--- src/rtl/lcsd_pkg.sv ---
// Shared types, constants and a helper function of the syndrome decoder.
`default_nettype none

package lcsd_pkg;

  localparam int CMD_W       = 2;
  localparam int ROW_IDX_W   = 4;
  localparam int CFG_IDX_W   = 2;
  localparam int CFG_DATA_W  = 5;
  localparam int ACC_W       = 8;
  localparam int FIFO_DEPTH  = 4;
  localparam int FIFO_PTR_W  = 2;
  localparam int FIFO_CNT_W  = 3;

  typedef enum logic [CMD_W-1:0] {
    CMD_LOAD_ROW   = 2'd0,
    CMD_LOAD_ENTRY = 2'd1,
    CMD_DECODE     = 2'd2,
    CMD_IDLE       = 2'd3
  } cmd_t;

  localparam logic [CFG_IDX_W-1:0] REG_SYMBOL_BASE = 2'd0;
  localparam logic [CFG_IDX_W-1:0] REG_CODE_LENGTH = 2'd1;
  localparam logic [CFG_IDX_W-1:0] REG_CHECK_COUNT = 2'd2;

  localparam logic [1:0] BASE_THREE = 2'd3;

  // Residue modulo three by folding base-four digits, since four is one mod three.
  function automatic logic [1:0] mod3(input logic [ACC_W-1:0] v);
    logic [3:0] s1;
    logic [2:0] s2;
    logic [2:0] s3;
    s1 = {2'b00, v[1:0]} + {2'b00, v[3:2]} + {2'b00, v[5:4]} + {2'b00, v[7:6]};
    s2 = {1'b0, s1[1:0]} + {1'b0, s1[3:2]};
    s3 = {1'b0, s2[1:0]} + {2'b00, s2[2]};
    return (s3 == 3'd3) ? 2'd0 : s3[1:0];
  endfunction

endpackage

`default_nettype wire

--- src/rtl/lcsd_fifo.sv ---
// Short request queue between the front end and the decode pipeline.
`default_nettype none

module lcsd_fifo #(
  parameter int DATA_W = 8
) (
  input  wire logic                              clk,
  input  wire logic                              rst_n,
  input  wire logic                              push,
  input  wire logic [DATA_W-1:0]                 push_data,
  input  wire logic                              pop,
  output logic                                   head_valid,
  output logic [DATA_W-1:0]                      head_data,
  output logic [lcsd_pkg::FIFO_CNT_W-1:0]        level
);
  import lcsd_pkg::*;

  logic [DATA_W-1:0]     slot_r [FIFO_DEPTH];
  logic [FIFO_PTR_W-1:0] wr_ptr_r;
  logic [FIFO_PTR_W-1:0] rd_ptr_r;
  logic [FIFO_CNT_W-1:0] cnt_r;
  logic                  do_push;
  logic                  do_pop;

  assign head_valid = (cnt_r != '0);
  assign head_data  = slot_r[rd_ptr_r];
  assign level      = cnt_r;
  assign do_push    = push && (cnt_r != FIFO_CNT_W'(FIFO_DEPTH));
  assign do_pop     = pop && head_valid;

  always_ff @(posedge clk) begin
    if (!rst_n) begin
      wr_ptr_r <= '0;
      rd_ptr_r <= '0;
      cnt_r    <= '0;
    end else begin
      if (do_push) begin
        wr_ptr_r <= wr_ptr_r + FIFO_PTR_W'(1);
      end
      if (do_pop) begin
        rd_ptr_r <= rd_ptr_r + FIFO_PTR_W'(1);
      end
      cnt_r <= cnt_r + FIFO_CNT_W'(do_push) - FIFO_CNT_W'(do_pop);
    end
  end

  always_ff @(posedge clk) begin
    if (do_push) begin
      slot_r[wr_ptr_r] <= push_data;
    end
  end

endmodule

`default_nettype wire

--- config.mk ---
export PLATFORM = sky130hd
export DESIGN_NAME = lcsd_fifo
export DESIGN_NICKNAME = d
export VERILOG_FILES = /design/src/rtl/lcsd_pkg.sv /design/src/rtl/lcsd_fifo.sv
export SDC_FILE = /design/constraint.sdc
export NUM_CORES = 1
export LEC_CHECK = 0
export BUFFER_PORTS_ARGS = -buffer_cell sky130_fd_sc_hd__buf_2
export CAP_MARGIN = 20
export CORE_MARGIN = 2
export CORE_UTILIZATION = 26
export DETAILED_ROUTE_END_ITERATION = 8
export PLACE_DENSITY = 0.48
export RECOVER_POWER = 100
export SKIP_CTS_REPAIR_TIMING = 1
export SLEW_MARGIN = 30
export SYNTH_ARGS = -nofsm -noshare
export SYNTH_HDL_FRONTEND = slang
export SYNTH_SLANG_ARGS = --single-unit
--- constraint.sdc ---
create_clock -name clk -period 5.6 [get_ports clk]
set_input_delay 1.68 -clock clk [delete_from_list [all_inputs] [get_ports clk]]
set_output_delay 1.68 -clock clk [all_outputs]
set_load 0.02 [all_outputs]
# Word level (Yosys, flattened, before mapping)
# Memories as Yosys holds them, arrays and structs flattened. A register that Yosys moved wholly into a read port is not among the register bits.
# Cells that the tools add are included.
# word_totals
reg_bits	7
ramBits	32
output_inout_bits	12
word_cells	16
mem_count	1
# op_classes
addsub	4
n_eq_ne	1
mux	4
n_reduce_logical	3
# memory_table
name	depth	width	rd	rd_ports_with_merged_regs	write_ports	line	text
slot_r	4	8	1	1	1	lcsd_fifo.sv:18	logic [DATA_W-1:0] slot_r [FIFO_DEPTH];
# ops
op	n
adder 2 x 1 -> 2 bit (second input constant)	2
two-way mux 2 bit	2
adder 3 x 1 -> 3 bit	1
!= test 3 bit (second input constant)	1
nonzero test 3 bit	1
subtractor 3 x 1 -> 3 bit	1
logical AND 1 bit	2
two-way mux 1 bit	2

# Depth between registers and ports, before layout
# logic_depth
ltp_word	4
mapped_depth	11

# Worst setup path after synthesis
# OpenSTA, ideal clock, no wires.
# synth_path
kind	in2reg
start	in push
end	reg cnt_r[2] (netlist: level[2])
arrival_time_ns	3.272
required_time_ns	5.485
setup_slack_ns	2.213
cell_stages	10
cell_sequence	a21boi_2 inv_1 ha_1 inv_1 ha_1 inv_1 fa_1 xnor2_1 xnor2_1 and2_1
# synth_between
elab_chain_cells	3
# synth_lines
item	line	text
from (decl)	lcsd_fifo.sv:9	input wire logic push,
logical AND 1 bit	lcsd_fifo.sv:28	assign do_push = push && (cnt_r != FIFO_CNT_W'(FIFO_DEPTH));
adder 3 x 1 -> 3 bit	lcsd_fifo.sv:43	cnt_r <= cnt_r + FIFO_CNT_W'(do_push) - FIFO_CNT_W'(do_pop);
subtractor 3 x 1 -> 3 bit	lcsd_fifo.sv:43	
to (signal assigned)	lcsd_fifo.sv:43	
to (decl)	lcsd_fifo.sv:21	logic [FIFO_CNT_W-1:0] cnt_r;
# Every way passes these cells.
# A chain may end at the register's enable or synchronous reset.

# Final worst setup path
# Ends and elaborated chain as after synthesis.

==> impl_metrics.py <==
metrics = {
    "outcome": {
        "status": "completed",
    },
    "critical_path": {
        "crit_chain": "buf_2 -> a21boi_0 -> inv_1 -> ha_1 -> inv_1 -> ha_1 -> inv_1 -> fa_1 -> xnor2_1 -> xnor2_1 -> and2_0",
        "cpMostUsedCell": "inv_1",
        "cpMaxStageDelayCell": "a21boi_0",
        "critPathLaunchType": "input port",
        "cpLargestDelayFamily": "adder cells",
        "crit_fanout": 7,
        "critPathBufInv": 4,
        "startpoint": "push",
        "critPathMaxStageDelay_ps": 590,
        "crit-reg2reg-launch": "level[1]",
        "crit_type": "input port to register",
        "worstSetupEndpointType": "register",
        "critPathRequiredTime_ps": 5790,
        "worstPathArrival_ps": 3780,
    },
    "yosys": {
        "synth_fa_ha_area_frac": 0.0583,
        "avgSynthCellArea_um2": 18.3,
        "yosysSeqAreaShare": 0.699,
        "synth_edf_count": 32,
        "synth.net_count": 108,
        "synth.distinct_cells": 18,
        "synth_top_family_by_area": "multiplexers",
        "ys.flop_type": "edfxtp_1",
        "synth-xor-area-share": 0.0215,
        "ys_warn_count": 0,
        "synth_async_sr_flop_share": 0,
        "synthMuxAreaShare": 0.123,
        "netlist_area_um2": 1630,
        "yosys.area_share.simple": 0.0544,
        "syn_inst": 89,
        "synth.ff_latch_count": 41,
        "synth-compound-area-share": 0.0230,
    },
    "clock_tree": {
        "tritoncts": "done",
        "h-tree-depth": 2,
        "clk_pin_slew_ps": 80,
        "clockRootBuffer": "clkbuf_8",
        "clk_path_buf_depth": 2,
        "cts_buffers": 5,
        "cts.sinks": 41,
        "worst_skew_pair.late_latency_ps": 290,
    },
    "timing": {
        "fin_crit_ps": 3590,
        "finalSetupTns_ps": 0,
        "max_freq_mhz": 279,
        "tightest_slew_ps": 734,
        "timing.slew.headroom": 0.506,
        "fin_worst_skew_ps": 6.19,
        "finalHoldViolCount": 0,
        "rsz0062_at_grt": "false",
        "setup_violations": 0,
        "drv_slew": 0,
        "fin_crit_sh": 0.641,
    },
    "floorplan": {
        "ioPinCount": 24,
        "die_area_um2": 6920,
        "start_util": 0.272,
        "core_um2": 5990,
        "die_w_um": 83.2,
        "fp-row-count": 28,
        "die_h_um": 83.2,
    },
    "layout": {
        "multiInputGateArea_um2": 445,
        "mostFrequentLayoutCells": "edfxtp_1 (32), clkbuf_1 (21), dfxtp_1 (9)",
        "nFillCells": 587,
        "final_common_cell": "edfxtp_1",
        "layout-area-overhead-vs-synth_pct": 16.6,
        "final_nets": 135,
        "drive_above_1_share": 0.171,
        "antenna_cells": 0,
        "regArea_um2": 1140,
    },
    "place": {
        "port_buffers": 23,
        "routabilityCongestion": 0.718,
        "dp_hpwl_um": 1810,
    },
    "grt": {
        "grt-ovfl-total": 0,
        "grt_pass1_wl_um": 4230,
        "antenna_found_initial": 0,
        "grt_use_total": 0.0829,
        "grt_pass1_vias": 853,
        "grt_max_degree": 15,
    },
    "power_and_ir_drop": {
        "p_leak_nw": 0.622,
        "peakVddDrop_v": 0.000224,
        "powerDensity_nw_per_um2": 465,
        "power_mw": 0.885,
    },
    "route": {
        "via_per_inst": 4.21,
        "drtIter0Drc": 39,
        "drc": 0,
        "routed_wirelength_um": 2660,
        "drtAntennaViolNets": 0,
        "vias": 808,
        "dr.pass1.iters": 3,
        "avgRoutedWirePerCell_um": 13.8,
    },
    "worst_hold_path": {
        "worstHoldStart": "wr_ptr_r[1]",
        "hold_class": "register to register",
    },
    "flow_run": {
        "cap_violations": 0,
    },
}
-- power by group --
| group | total [mW] | switching (mW) | internal [mW] |
|---|---|---|---|
| combinational | 0.228 | 0.125 | 0.103 |
| clock | 0.237 | 0.104 | 0.133 |
| sequential | 0.419 | 0.0442 | 0.375 |
| total | 0.885 | 0.273 | 0.611 |
-- registers in the layout, summed over array words and instances, names as in the netlist, named ones only --
register	count
level	3
rd_ptr_r	2
slot_r	32
wr_ptr_r	2
-- cells by family (layout without fill, tap and decap cells) --
logic type	after synthesis	count (layout)
mux	10	10
buf+inv	8	36
fa+ha+maj	7	7
xor+xnor	4	4
compound gates	3	3
flops	41	41
simple gates	16	16
-- cell usage after synthesis, types with 2 or more instances --
cell type  instances  area [µm²]
inv_1              5        18.8
and2_1             7        43.8
edfxtp_1          32         961
nor2b_1            3        18.8
clkbuf_1           2        7.51
ha_1               6        75.1
mux4_2             8         180
nand2_1            4        15.0
mux2i_1            2        20.0
xnor2_1            4        35.0
dfxtp_1            9         180
-- through the flow --
stage	hold slack (ps)	utilization	cells	setup slack (ps)	instance area [µm²]
after floorplan	468	-	89	2210	1630
after CTS	507	0.324	192	2100	1940
after global routing	537	0.318	192	1860	1900
after global placement	481	0.305	184	2080	1830
after detailed placement	496	0.305	184	2030	1830
final	500	0.318	192	2010	1900
-- cell type report --
| type | instances | share of cell area |
|---|---|---|
| sequential | 41 | 0.600 |
| multi-input combinational | 40 | 0.234 |
| tap | 75 | 0.0493 |
| timing repair buffer | 23 | 0.0467 |
| clock buffer | 5 | 0.0362 |
| clock inverter | 3 | 0.0243 |
| inverter | 5 | 0.00986 |
-- layer usage --
metal | vias to the layer above | wire length [µm] | GRT usage | share of wire
met3 | 8 | 153 | 0.0288 | 0.058
met2 | 24 | 1230 | 0.125 | 0.46
met4 | 0 | 59 | 0.0447 | 0.022
met5 | - | 0 | 0 | 0
li1 | 381 | - | - | -
met1 | 395 | 1210 | 0.104 | 0.46
-- worst paths after layout --
path	slack [ps]	endpoint	cells after the start
max	2010	level[2]	11
min	500	wr_ptr_r[1]	2
max reg2reg	2900	level[2]	11
min reg2reg	500	wr_ptr_r[1]	2
-- tightest hold or removal path: stages (launching register included) --
cell and delay [ps]:
dfxtp_1 340, nand2_1 60, mux2i_1 50
No activity file was read; power rests on OpenSTA's default activity.
