$ cat src/rtl/lcsd_pkg.sv
// Shared types, constants and a helper function of the syndrome decoder.
`default_nettype none

package lcsd_pkg;

  localparam int CMD_W       = 2;
  localparam int ROW_IDX_W   = 4;
  localparam int CFG_IDX_W   = 2;
  localparam int CFG_DATA_W  = 5;
  localparam int ACC_W       = 8;
  localparam int FIFO_DEPTH  = 4;
  localparam int FIFO_PTR_W  = 2;
  localparam int FIFO_CNT_W  = 3;

  typedef enum logic [CMD_W-1:0] {
    CMD_LOAD_ROW   = 2'd0,
    CMD_LOAD_ENTRY = 2'd1,
    CMD_DECODE     = 2'd2,
    CMD_IDLE       = 2'd3
  } cmd_t;

  localparam logic [CFG_IDX_W-1:0] REG_SYMBOL_BASE = 2'd0;
  localparam logic [CFG_IDX_W-1:0] REG_CODE_LENGTH = 2'd1;
  localparam logic [CFG_IDX_W-1:0] REG_CHECK_COUNT = 2'd2;

  localparam logic [1:0] BASE_THREE = 2'd3;

  // Residue modulo three by folding base-four digits, since four is one mod three.
  function automatic logic [1:0] mod3(input logic [ACC_W-1:0] v);
    logic [3:0] s1;
    logic [2:0] s2;
    logic [2:0] s3;
    s1 = {2'b00, v[1:0]} + {2'b00, v[3:2]} + {2'b00, v[5:4]} + {2'b00, v[7:6]};
    s2 = {1'b0, s1[1:0]} + {1'b0, s1[3:2]};
    s3 = {1'b0, s2[1:0]} + {2'b00, s2[2]};
    return (s3 == 3'd3) ? 2'd0 : s3[1:0];
  endfunction

endpackage

`default_nettype wire

$ cat src/rtl/lcsd_front.sv
// Front end: takes requests, drops those that do nothing, and feeds the queue.
`default_nettype none

module lcsd_front #(
  parameter int MAX_LENGTH = 16,
  parameter int MAX_CHECKS = 4,
  parameter int DIGIT_BITS = 2
) (
  input  wire logic                                  clk,
  input  wire logic                                  rst_n,
  input  wire logic                                  start,
  output logic                                       busy,
  input  wire logic [lcsd_pkg::CMD_W-1:0]            in_command,
  input  wire logic [lcsd_pkg::ROW_IDX_W-1:0]        in_row_index,
  input  wire logic [MAX_CHECKS*DIGIT_BITS-1:0]      in_row_digits,
  input  wire logic [MAX_CHECKS*DIGIT_BITS-1:0]      in_entry_index,
  input  wire logic                                  in_entry_valid,
  input  wire logic [MAX_LENGTH*DIGIT_BITS-1:0]      in_entry_pattern,
  input  wire logic [MAX_LENGTH*DIGIT_BITS-1:0]      in_received_word,
  input  wire logic [lcsd_pkg::FIFO_CNT_W-1:0]       fifo_level,
  input  wire logic                                  clearing,
  output logic                                       push_valid,
  output logic [lcsd_pkg::CMD_W + $clog2(MAX_LENGTH) + 2*MAX_CHECKS*DIGIT_BITS + 1
                + MAX_LENGTH*DIGIT_BITS - 1:0]       push_data
);
  import lcsd_pkg::*;

  localparam int SYN_W  = MAX_CHECKS * DIGIT_BITS;
  localparam int WORD_W = MAX_LENGTH * DIGIT_BITS;
  localparam int RIDX_W = $clog2(MAX_LENGTH);

  cmd_t              cmd;
  logic              keep;
  logic              accept;
  logic              fr_valid_r;
  cmd_t              fr_cmd_r;
  logic [RIDX_W-1:0] fr_ridx_r;
  logic [SYN_W-1:0]  fr_row_r;
  logic [SYN_W-1:0]  fr_eidx_r;
  logic              fr_evalid_r;
  logic [WORD_W-1:0] fr_data_r;

  // The held request needs a queue slot next cycle, so it counts against the room.
  assign busy = clearing ||
                (({1'b0, fifo_level} + (FIFO_CNT_W+1)'(fr_valid_r)) >= (FIFO_CNT_W+1)'(FIFO_DEPTH));
  assign accept = start && !busy;
  assign cmd    = cmd_t'(in_command);

  always_comb begin
    case (cmd)
      CMD_LOAD_ROW:   keep = ({1'b0, in_row_index} < (ROW_IDX_W+1)'(MAX_LENGTH));
      CMD_LOAD_ENTRY: keep = 1'b1;
      CMD_DECODE:     keep = 1'b1;
      default:        keep = 1'b0;
    endcase
  end

  always_ff @(posedge clk) begin
    if (!rst_n) begin
      fr_valid_r <= 1'b0;
    end else begin
      fr_valid_r <= accept && keep;
    end
  end

  always_ff @(posedge clk) begin
    if (accept) begin
      fr_cmd_r    <= cmd;
      fr_ridx_r   <= in_row_index[RIDX_W-1:0];
      fr_row_r    <= in_row_digits;
      fr_eidx_r   <= in_entry_index;
      fr_evalid_r <= in_entry_valid;
      // Loads carry the pattern and decodes the word in the same slot.
      fr_data_r   <= (cmd == CMD_DECODE) ? in_received_word : in_entry_pattern;
    end
  end

  assign push_valid = fr_valid_r;
  assign push_data  = {fr_cmd_r, fr_ridx_r, fr_row_r, fr_eidx_r, fr_evalid_r, fr_data_r};

endmodule

`default_nettype wire

$ cat config.mk
export PLATFORM = sky130hd
export DESIGN_NAME = lcsd_front
export DESIGN_NICKNAME = d
export VERILOG_FILES = /design/src/rtl/lcsd_pkg.sv /design/src/rtl/lcsd_front.sv
export SDC_FILE = /design/constraint.sdc
export NUM_CORES = 1
export LEC_CHECK = 0
export ABC_AREA = 1
export ABC_CLOCK_PERIOD_IN_PS = 5200
export BUFFER_PORTS_ARGS = -buffer_cell sky130_fd_sc_hd__clkbuf_2
export CAP_MARGIN = 15
export CORE_MARGIN = 10
export CORE_UTILIZATION = 45
export DETAILED_ROUTE_END_ITERATION = 8
export PLACE_DENSITY = 0.94
export REMOVE_ABC_BUFFERS = 1
export SLEW_MARGIN = 25
export SYNTH_ARGS = -nofsm -noshare
export SYNTH_HDL_FRONTEND = slang
export SYNTH_SLANG_ARGS = --single-unit
$ cat constraint.sdc
create_clock -name clk -period 5.2 [get_ports clk]
set_clock_uncertainty 0.2 [all_clocks]
set_input_delay 0.52 -clock clk [delete_from_list [all_inputs] [get_ports clk]]
set_output_delay 0.52 -clock clk [all_outputs]
set_load 0.02 [all_outputs]
# Yosys cells after proc, flatten, opt, wreduce, memory -nomap -nowiden
# Cells that the tools add are included.
# Widths: inputs -> output; s select.
# classes
add_sub_neg	1
order_cmp	1
n_eq_ne	2
n_mux	2
reduce_logical	6
# op_table
cell	n
$mux 32	1
$add 3x1->4	1
$ge 4x3->1 const B	1
$reduce_or 3->1	1
$eq 2x1->1 const B	1
$eq 2x2->1 const B	1
$logic_and 1x1->1	2
$logic_not 2->1	1
$logic_not 1->1	1
$logic_or 1x1->1	1
$mux 1	1
# totals
register_bits	56
inputBits	94
out_inout_bits	57
elab_cells	19

# Longest topological paths before layout
# Gate-level depths: netlist of the first run.
# depth
word_depth	6
mapped_depth	5
ltp_nobuf	4

# Worst setup path before layout of the first run
# OpenSTA, ideal clock, no wires.
# synth_path
path_kind	input -> register
startpoint	input port fifo_level[2] (netlist bit)
endpoint	register fr_cmd_r[0], enable pin
setup_time_ns	0.409
t_arrival_ns	1.826
setup_slack_ns	2.764
cell_stages	3
path_buffers	0
path_cell_list	nor2_1 nand3_1 inv_1
# synth_via
elab_chain_cells	5
# synth_rtl
element	line_no	source
start: declaration	lcsd_front.sv:20	input wire logic [lcsd_pkg::FIFO_CNT_W-1:0] fifo_level,
$add 3x1->4	lcsd_front.sv:45	(({1'b0, fifo_level} + (FIFO_CNT_W+1)'(fr_valid_r)) >= (FIFO_CNT_W+1)'(FIFO_DEPTH));
$ge 4x3->1	lcsd_front.sv:45	
$logic_or 1x1->1	lcsd_front.sv:44	assign busy = clearing ||
$logic_not 1->1	lcsd_front.sv:46	assign accept = start && !busy;
$logic_and 1x1->1	lcsd_front.sv:46	
named net accept	lcsd_front.sv:34	logic accept;
end signal: assignment	lcsd_front.sv:68	fr_cmd_r <= cmd;
end: declaration	lcsd_front.sv:36	cmd_t fr_cmd_r;
# The timed path passes the listed nets, and every way through them passes these cells.
# A chain may end at the register's enable or synchronous reset.

# Worst setup path in the final report of the first run
# layout_path
startpoint	register fr_valid_r (netlist: push_valid)
endpoint	register fr_row_r[5], enable pin
# layout_via
elab_chain_cells	5
# layout_rtl
element	line_no	source
start: declaration	lcsd_front.sv:35	logic fr_valid_r;
start signal: assignment	lcsd_front.sv:62	fr_valid_r <= accept && keep;
$add 3x1->4	lcsd_front.sv:45	
$ge 4x3->1	lcsd_front.sv:45	
$logic_or 1x1->1	lcsd_front.sv:44	
$logic_not 1->1	lcsd_front.sv:46	
$logic_and 1x1->1	lcsd_front.sv:46	
named net accept	lcsd_front.sv:34	
end signal: assignment	lcsd_front.sv:70	fr_row_r <= in_row_digits;
end: declaration	lcsd_front.sv:38	logic [SYN_W-1:0] fr_row_r;
# The timed path passes the listed nets, and every way through them passes these cells.

==> metrics.md, run 1 <==
| Metric | Value |
|---|---|
| Final Max Tran Viols | 0 |
| Clock Pin Slew Worst Setup and Hold Paths | around 90 ps |
| Area growth from synthesis to layout | 36.85% |
| CP required | 4780 ps |
| Final setup violation count | 0 |
| Met3 routed wirelength | 602 µm |
| Share of cells above drive strength 1 | between 50 and 60% |
| Final Hold Violating Endpoints | 0 |
| DRT met1 WL | 2416 µm |
| Post-synth cell types | 13 |
| Worst Setup End Kind | flop |
| Simple-Gate Fraction of Synth Area | around a fifth |
| Setup CP Type | reg -> reg |
| Resized Gates After CTS | 0 |
| Skew-Pair Late Insertion Delay | 300 ps |
| Routed Antenna Nets | 0 |
| TritonCTS buffer count | 5 |
| WL met2 | 3074 µm |
| Nets | 413 |
| Residual DRC | 0 |
| H-tree levels | 2 |
| Post-Synthesis Cells | around 170 |
| Core area | 4786 µm² |
| CTS tree | done |
| Worst slew pin tran | roughly 890 ps |
| Syn Std Cell Area | 2265 µm² |
| # diodes | 0 |
| Uppermost layer routed | met4 |
| Routability Congestion | 0.7649 |
| Max Fclk | 501.4 MHz |
| Die height | slightly above 90 µm |
| Drt initial violations | 69 |
| Ports | ~150 |
| Worst Setup SP | push_valid$_SDFF_PN0_ |
| Sink Count | 56 |
| Row Count | 25 |
| Vias in the first global route | 1879 |
| Slew HR | 40.51% |
| Synth Area in Adders | 0% |
| Max-cap violations | 0 |
| First-pass GRT wire length | 9397 µm |
| Post-Syn Area per Cell | roughly 13 µm² |
| CTS Hold Bufs | 0 |
| Setup WS post-layout | 3206 ps |
| Initial core utilization | between 40% and 50% |
| CP Data Arrival Time | between 1500 and 2000 ps |
| Dpl ws | between 2000 and 3000 ps |
| Clock Path Buffers | 2 |
| RSZ-0062 raised after global routing | false |
| Hold WC Path Type | in -> reg |
| Power Density | 290.5 nW/µm² |
| Buffers added on ports | 150 |
| Largest family of logic cells by synthesized area | simple AND/OR/NAND/NOR gates |
| Clock tree root buffer cell | clkbuf_8 |
| Grt ovf | 0 |
| Vias per cell | 4.677 |
| Fin Setup TNS | 0 ps |
| Total Routing Usage GR | ~14% |
| Hold Slack | between 150 and 200 ps |
| Routed len/inst | 15.92 µm |
| Worst Path Max Fanout | 55 |
| Critical path launch point type | flop |
| Xor/xnor share of the synthesized area | 0% |
| Status | completed |
| Die area | 8270 µm² |
| Post-synthesis mux area share | 0% |
| Post-layout min period | 1994 ps |
| Yosys reg bits | 56 |
| Yosys warns | 0 |
| Design Power | about 900 µW |
| Peak supply drop | 0.1391 mV |
| Worst R2R Start | push_valid$_SDFF_PN0_ |
| Routed via count | ~1.8k |
| Final Util | 64.76% |
| Initial antenna violation count | 0 |
| Largest net degree at the start of global routing | 56 |
| P_leak | 0.001497 µW |
| Total wire length | 6160 µm |
| Synth Area in Compound Gates | 0% |
| Crit share post-route | 38.35% |
| Seq/Total Area, Yosys | roughly three quarters |
| Post-CTS setup buffer count | 0 |
| Hold path start | in_row_digits[7] |
| DR pass1 iterations | 4 |
| Die width | 90.94 µm |
| HPWL Detailed | 4874 µm |
-- stage by stage --
step	std cells	cell area [µm²]
floorplan	162	2156
global placement	379	2990
detailed placement	379	2990
CTS	387	3098
global route	387	3099
finish	387	3099
-- worst max-delay path, cell delays in order (launching register included) --
cell      delay [ps]
dfxtp_1          340
nand3_1          100
nand3_1          120
clkinv_2         700
-- where the power goes --
part	internal, µW	leakage, µW	switching [µW]
combinational	44.2	0.000927	62.7
clock	143	0.0000552	134
sequential	514	0.000515	3.12
-- cells by family (layout without fill, tap and decap cells) --
kind of cell  Yosys count  count (layout)
buf+inv                13             160
flops                  56              56
simple gates          104             104
-- final cells by class --
cell class,instances,area [µm²]
fillers,386,1687
flip-flops and latches,56,1672
repair buffers,150,750.7
multi-input cells,104,474.2
well taps,67,83.83
clock buffers,6,72.57
clock inverters,2,35.03
inverters,2,11.26
-- routing by layer --
metal | global-route usage [%] | vias up
met1 | 15.18 | 808
met2 | 25.06 | 106
met5 | 0 | -
li1 | - | 887
met4 | 3.916 | 0
met3 | 5.926 | 9
-- path summary, 6_finish.rpt --
check | end | slack (ps) | cells after the start
setup reg to reg | fr_row_r[5]$_DFFE_PP_ | 3210 | 3
hold reg to reg | push_valid$_SDFF_PN0_ | 460 | 3
hold / removal | fr_row_r[7]$_DFFE_PP_ | 190 | 1
setup / recovery | fr_row_r[5]$_DFFE_PP_ | 3210 | 3
-- flip-flops by register name, summed over array words and instances (netlist names) --
| register | count |
|---|---|
| fr_eidx_r | 8 |
| fr_cmd_r | 2 |
| push_valid | 1 |
| fr_ridx_r | 4 |
| fr_data_r | 32 |
| fr_evalid_r | 1 |
| fr_row_r | 8 |
-- synth_stat cells, drive strengths merged --
cell / instances / share of area [%]
dfxtp: 1 / 0.88
nor2: 2 / 0.33
clkbuf: 1 / 0.33
inv: 2 / 0.44
edfxtp: 55 / 73
buf: 10 / 4.5
nand3: 34 / 7.5
nand2: 68 / 13
-- layout by cell type (no fill, tap or decap) --
master,n
bufinv_16,1
clkbuf_1,1
clkbuf_2,150
clkbuf_8,5
clkinv_2,2
dfxtp_1,1
edfxtp_1,55
inv_4,1
nand2_1,57
nand2_2,10
nand2_8,1
nand3_1,34
nor2_1,2
(Power assumes the default switching activity.)
==> run 2: changes to the inputs <==
--- a/config.mk
+++ b/config.mk
@@ -6,13 +6,13 @@
 export NUM_CORES = 1
 export LEC_CHECK = 0
 export ABC_AREA = 1
-export ABC_CLOCK_PERIOD_IN_PS = 5200
+export ABC_CLOCK_PERIOD_IN_PS = 1800
 export BUFFER_PORTS_ARGS = -buffer_cell sky130_fd_sc_hd__clkbuf_2
 export CAP_MARGIN = 15
 export CORE_MARGIN = 10
-export CORE_UTILIZATION = 45
+export CORE_UTILIZATION = 37
 export DETAILED_ROUTE_END_ITERATION = 8
-export PLACE_DENSITY = 0.94
+export PLACE_DENSITY = 0.84
 export REMOVE_ABC_BUFFERS = 1
 export SLEW_MARGIN = 25
 export SYNTH_ARGS = -nofsm -noshare
==> constraint.sdc (replaced) <==
create_clock -name clk -period 1.8 [get_ports clk]
set_clock_uncertainty 0.2 [all_clocks]
set_input_delay 0.18 -clock clk [delete_from_list [all_inputs] [get_ports clk]]
set_output_delay 0.18 -clock clk [all_outputs]
set_load 0.02 [all_outputs]
==> metrics.md, run 2 (same netlist as run 1, synthesis figures left out) <==
| Metric | Value |
|---|---|
| Clock tree root buffer cell | clkbuf_8 |
| Largest register FFs | 32 |
| Routed via count | 2235 |
| Ports | 151 |
| Hold worst-path end | fr_data_r[10]$_DFFE_PP_ |
| Clock Power Share | ~25% |
| Total Routing Usage GR | between 15 and 20% |
| Total wire length | 8276 µm |
| Largest regs | fr_data_r x32, fr_eidx_r x8, fr_row_r x8 |
| Status | complete, but fails checks |
| Power share of the sequential group | a little under three fifths |
| Worst Path Max Fanout | 3 |
| CTS tree | done |
| Net Sw Power | 630.4 µW |
| Vias per cell | 4.618 |
| Max Fclk | 609.5 MHz |
| Initial antenna violation count | 0 |
| Hold path start | in_received_word[10] |
| Die width | ~98 µm |
| Final Cell Area | approximately 4000 µm² |
| Residual DRC | 0 |
| WHS Path Cells | 3 |
| Post-CTS setup buffer count | 0 |
| Slew HR | 71.03% |
| Skew-Pair Late Insertion Delay | approximately 300 ps |
| HPWL Detailed | 5138 µm |
| Final Hold Violating Endpoints | 2 |
| Worst R2R Start | push_valid$_SDFF_PN0_ |
| R2R setup slack | 340 ps |
| Biggest register | fr_data_r |
| Most frequent cells in the layout | clkbuf_2, dlygate4sd3_1, nand2_1 |
| Routed len/inst | 17.10 µm |
| Sink Count | 56 |
| Die area | 9650 µm² |
| Row Count | 28 |
| Peak supply drop | 0.3229 mV |
| Design Power | 2648 µW |
| Power Density | approximately 660 nW/µm² |
| # diodes | 0 |
| Area growth from synthesis to layout | 76.52% |
| Worst Setup End Kind | flop |
| R2R depth | 4 |
| Dpl cell area | 3048 µm² |
| Vias in the first global route | 2397 |
| Post-layout min period | 1641 ps |
| Setup CP Type | in -> reg |
| Hold Slack | -0.3161 ps |
| First-pass GRT wire length | 12910 µm |
| CP required | 1800 ps |
| P_leak | roughly 0.0019 µW |
| Die height | between 90 and 100 µm |
| H-tree levels | 2 |
| Largest net degree at the start of global routing | 56 |
| Clock Pin Slew Worst Setup and Hold Paths | 100 ps |
| Clock Path Buffers | 2 |
| Nets | 502 |
| Critical path launch point type | input port |
| Hold WC Path Type | in -> reg |
| RSZ-0062 raised after global routing | false |
| Routability Congestion | 0.8571 |
| DR pass1 iterations | 6 |
| Initial core utilization | 38.25% |
| Combinational cell fraction of total power | 18.3% |
| Internal | 2018 µW |
| Buffers added on ports | 150 |
| Routed Antenna Nets | 0 |
| Worst reg2reg endpoint | push_valid$_SDFF_PN0_ |
| Commonest non-fill, non-tap cell in the layout | clkbuf_2 |
| Worst slew pin tran | 434.6 ps |
| Max-cap violations | 0 |
| CP Data Arrival Time | 1640 ps |
| Violated checks | negative hold slack |
| Core area | 5921 µm² |
| Final setup violation count | 0 |
| TritonCTS buffer count | 5 |
| Share of cells above drive strength 1 | 42.30% |
| Grt ovf | 0 |
| Final Max Tran Viols | 0 |
| Crit share post-route | 91.15% |
| Drt initial violations | around 90 |
| Sw Ratio | 23.81% |
## run 2: through the flow
| step | util, % | setup slack, ps | instances | TNS [ps] |
|---|---|---|---|---|
| 2_1_floorplan | - | -456.3 | 162 | -25100 |
| 3_3_place_gp | 51.48 | 402.1 | 390 | 0 |
| 3_5_place_dp | 51.48 | 369.9 | 390 | 0 |
| 4_1_cts | 67.52 | 212.2 | 484 | 0 |
| 5_1_grt | 67.52 | 136.3 | 484 | 0 |
| 6_report | 67.52 | 159.3 | 484 | 0 |
## run 2: worst max path at each step
stage / startpoint / end
after global placement: fifo_level[2] / fr_data_r[31]$_DFFE_PP_
after detailed placement: fifo_level[2] / fr_data_r[7]$_DFFE_PP_
after floorplan: push_valid$_SDFF_PN0_ / fr_cmd_r[0]$_DFFE_PP_
after global routing: in_command[0] / push_valid$_SDFF_PN0_
after CTS: in_command[0] / push_valid$_SDFF_PN0_
final: in_command[0] / push_valid$_SDFF_PN0_
## run 2: power by group through the flow
stage	registers, µW	logic (µW)	clock network, µW
floorplan	1570	91.6	0
global route	1500	527	761
detailed placement	1520	327	0
finish	1490	484	672
CTS	1490	474	690
global placement	1520	315	0
## run 2: timing repair
item | 4_1_cts | 5_1_grt
hold buffers | 86 | 0
endpoints found under the hold margin | 55 | 0
resized for setup | 0 | 0
setup endpoints to repair | 0 | 0
## run 2: critical path, stage by stage
cell and delay, ps:
dlygate4sd3_1 550, clkbuf_2 160, nand2_1 60, nand2_1 90, nor2_1 50, dlygate4sd3_1 550
## run 2: final cells by class
| class | count | area (µm²) |
|---|---|---|
| clock buffer | 6 | 72.57 |
| inverter | 2 | 10.01 |
| tap | 75 | 93.84 |
| clock inverter | 2 | 16.27 |
| multi-input combinational | 104 | 474.2 |
| timing repair buffer | 239 | 1659 |
| sequential | 56 | 1672 |
| fill | 424 | 1923 |
## run 2: layer usage
metal | up-vias | GRT usage [%] | wire length, µm
li1 | 1065 | - | -
met1 | 1006 | 17.76 | 2985
met2 | 138 | 27.97 | 4090
met3 | 26 | 8.245 | 942
met4 | 0 | 5.623 | 258
met5 | - | 0 | 0
==> run 3: changes to the inputs <==
--- a/config.mk
+++ b/config.mk
@@ -7,13 +7,14 @@
 export LEC_CHECK = 0
 export ABC_AREA = 1
 export ABC_CLOCK_PERIOD_IN_PS = 1800
-export BUFFER_PORTS_ARGS = -buffer_cell sky130_fd_sc_hd__clkbuf_2
 export CAP_MARGIN = 15
 export CORE_MARGIN = 10
-export CORE_UTILIZATION = 37
+export CORE_UTILIZATION = 50
 export DETAILED_ROUTE_END_ITERATION = 8
-export PLACE_DENSITY = 0.84
+export DONT_BUFFER_PORTS = 1
+export PLACE_DENSITY = 0.77
 export REMOVE_ABC_BUFFERS = 1
+export SKIP_LAST_GASP = 1
 export SLEW_MARGIN = 25
 export SYNTH_ARGS = -nofsm -noshare
 export SYNTH_HDL_FRONTEND = slang
==> metrics.md, run 3 (same netlist as run 1, synthesis figures left out) <==
| Metric | Value |
|---|---|
| Clock tree root buffer cell | clkbuf_8 |
| CP Data Arrival Time | 1680 ps |
| Max Fclk | about 590 MHz |
| Clock Pin Slew Worst Setup and Hold Paths | 100 ps |
| Number of fill cells | 253 |
| Area growth from synthesis to layout | 44.09% |
| Peak supply drop | 0.3896 mV |
| Post-layout min period | 1689 ps |
| Initial core utilization | 51.66% |
| Drt initial violations | 109 |
| Buffers added on ports | 0 |
| Setup CP Type | reg -> reg |
| Dpl cell area | 2268 µm² |
| Routed via count | 1750 |
| Initial antenna violation count | 0 |
| CP required | 1790 ps |
| First-pass GRT wire length | between 10000 and 15000 µm |
| Hold WC Path Type | in -> reg |
| Crit-path cells | nand3_1 > nand3_1 > nor2_1 > dlygate4sd3_1 |
| Die area | between 7000 and 8000 µm² |
| Routed len/inst | 24.34 µm |
| Residual DRC | 0 |
| Die width | 87.30 µm |
| Post-CTS setup buffer count | 0 |
| Sink Count | 56 |
| HPWL Detailed | 4559 µm |
| DR pass1 iterations | 5 |
| # diodes | 0 |
| Register area | about 1700 µm² |
| Largest register FFs | 32 |
| Worst Path Max Fanout | 2 |
| Final Max Tran Viols | 0 |
| Critical Path Max Stage Delay | 550 ps |
| Most frequent cells in the layout | dlygate4sd3_1, nand2_1, edfxtp_1 |
| Power Density | 777.4 nW/µm² |
| Commonest non-fill, non-tap cell in the layout | dlygate4sd3_1 |
| Worst slew pin tran | 280.7 ps |
| Die height | 87.30 µm |
| Status | completed |
| Vias in the first global route | around 1.9k |
| Largest net degree at the start of global routing | 35 |
| Slowest CP cell | dlygate4sd3_1 |
| Clock Path Buffers | 2 |
| Final Cell Area | 3263 µm² |
| TritonCTS buffer count | 5 |
| CTS tree | done |
| Grt ovf | 0 |
| Total wire length | 7666 µm |
| Most frequent CP cell | nand3_1 |
| H-tree levels | 2 |
| Slew HR | 81.26% |
| Routability Congestion | 0.7524 |
| Ports | 151 |
| WP buf/inv | 1 |
| Nets | 356 |
| Core area | 4384 µm² |
| Share of cells above drive strength 1 | 8.745% |
| Final setup violation count | 0 |
| Skew-Pair Late Insertion Delay | approximately 290 ps |
| Total Routing Usage GR | 19.67% |
| Vias per cell | 5.556 |
| Crit share post-route | 93.86% |
| Multi-input logic area | about 470 µm² |
| Worst Setup End Kind | flop |
| Critical path launch point type | flop |
| Largest regs | fr_data_r x32, fr_eidx_r x8, fr_row_r x8 |
| CP delay by family, top | buffers and inverters |
| Routed Antenna Nets | 0 |
| Biggest register | fr_data_r |
| Final Hold Violating Endpoints | 0 |
| Row Count | 24 |
| P_leak | 0.001272 µW |
| Max-cap violations | 0 |
| RSZ-0062 raised after global routing | false |
| R2R setup slack | 110 ps |
| Fin Setup TNS | 0 ps |
[run 3: worst min-delay path, stage by stage]
cell and delay, ps:
nand3_1 110, inv_2 80, buf_12 170
[run 3: stage by stage]
stage,power [µW],cells,hold slack [ps],utilization [%],setup WS (ps)
global route,2641,315,212.7,74.43,49.33
floorplan,1663,162,78.87,-,-456.3
finish,2537,315,207.5,74.43,110.6
CTS,2521,315,193.1,74.43,139.9
detailed placement,1709,217,79.00,51.74,333.3
global placement,1695,217,79.00,51.74,365.8
[run 3: cell type report]
cell class / count / area share (%)
inverter: 2 / 0.3067
tap: 52 / 1.994
timing repair buffer: 93 / 29.37
clock buffer: 6 / 2.224
multi-input combinational: 104 / 14.53
clock inverter: 2 / 0.3451
sequential: 56 / 51.23
[run 3: what timing repair did]
action | 4_1_cts | 5_1_grt
gates resized for setup | 0 | 0
hold buffers | 90 | 0
hold endpoints to repair | 56 | 0
[run 3: routing by layer]
| layer | vias up | share of wire [%] | track usage [%] |
|---|---|---|---|
| li1 | 778 | - | - |
| met1 | 804 | 33 | 20.22 |
| met2 | 159 | 49 | 33.27 |
| met3 | 9 | 16 | 11.52 |
| met4 | 0 | 1.5 | 5.217 |
| met5 | - | 0 | 0 |
[run 3: final timing paths]
path	depth (start not counted)	end	startpoint
max	4	push_valid$_SDFF_PN0_	push_valid$_SDFF_PN0_
min	3	fr_data_r[12]$_DFFE_PP_	start
max reg2reg	4	push_valid$_SDFF_PN0_	push_valid$_SDFF_PN0_
min reg2reg	4	fr_data_r[12]$_DFFE_PP_	push_valid$_SDFF_PN0_
[run 3: power by group]
part / total, µW / internal, µW / switching, µW
registers: 1550 / 1490 / 63.6
logic: 342 / 200 / 142
clock network: 646 / 271 / 375
total: 2540 / 1960 / 580
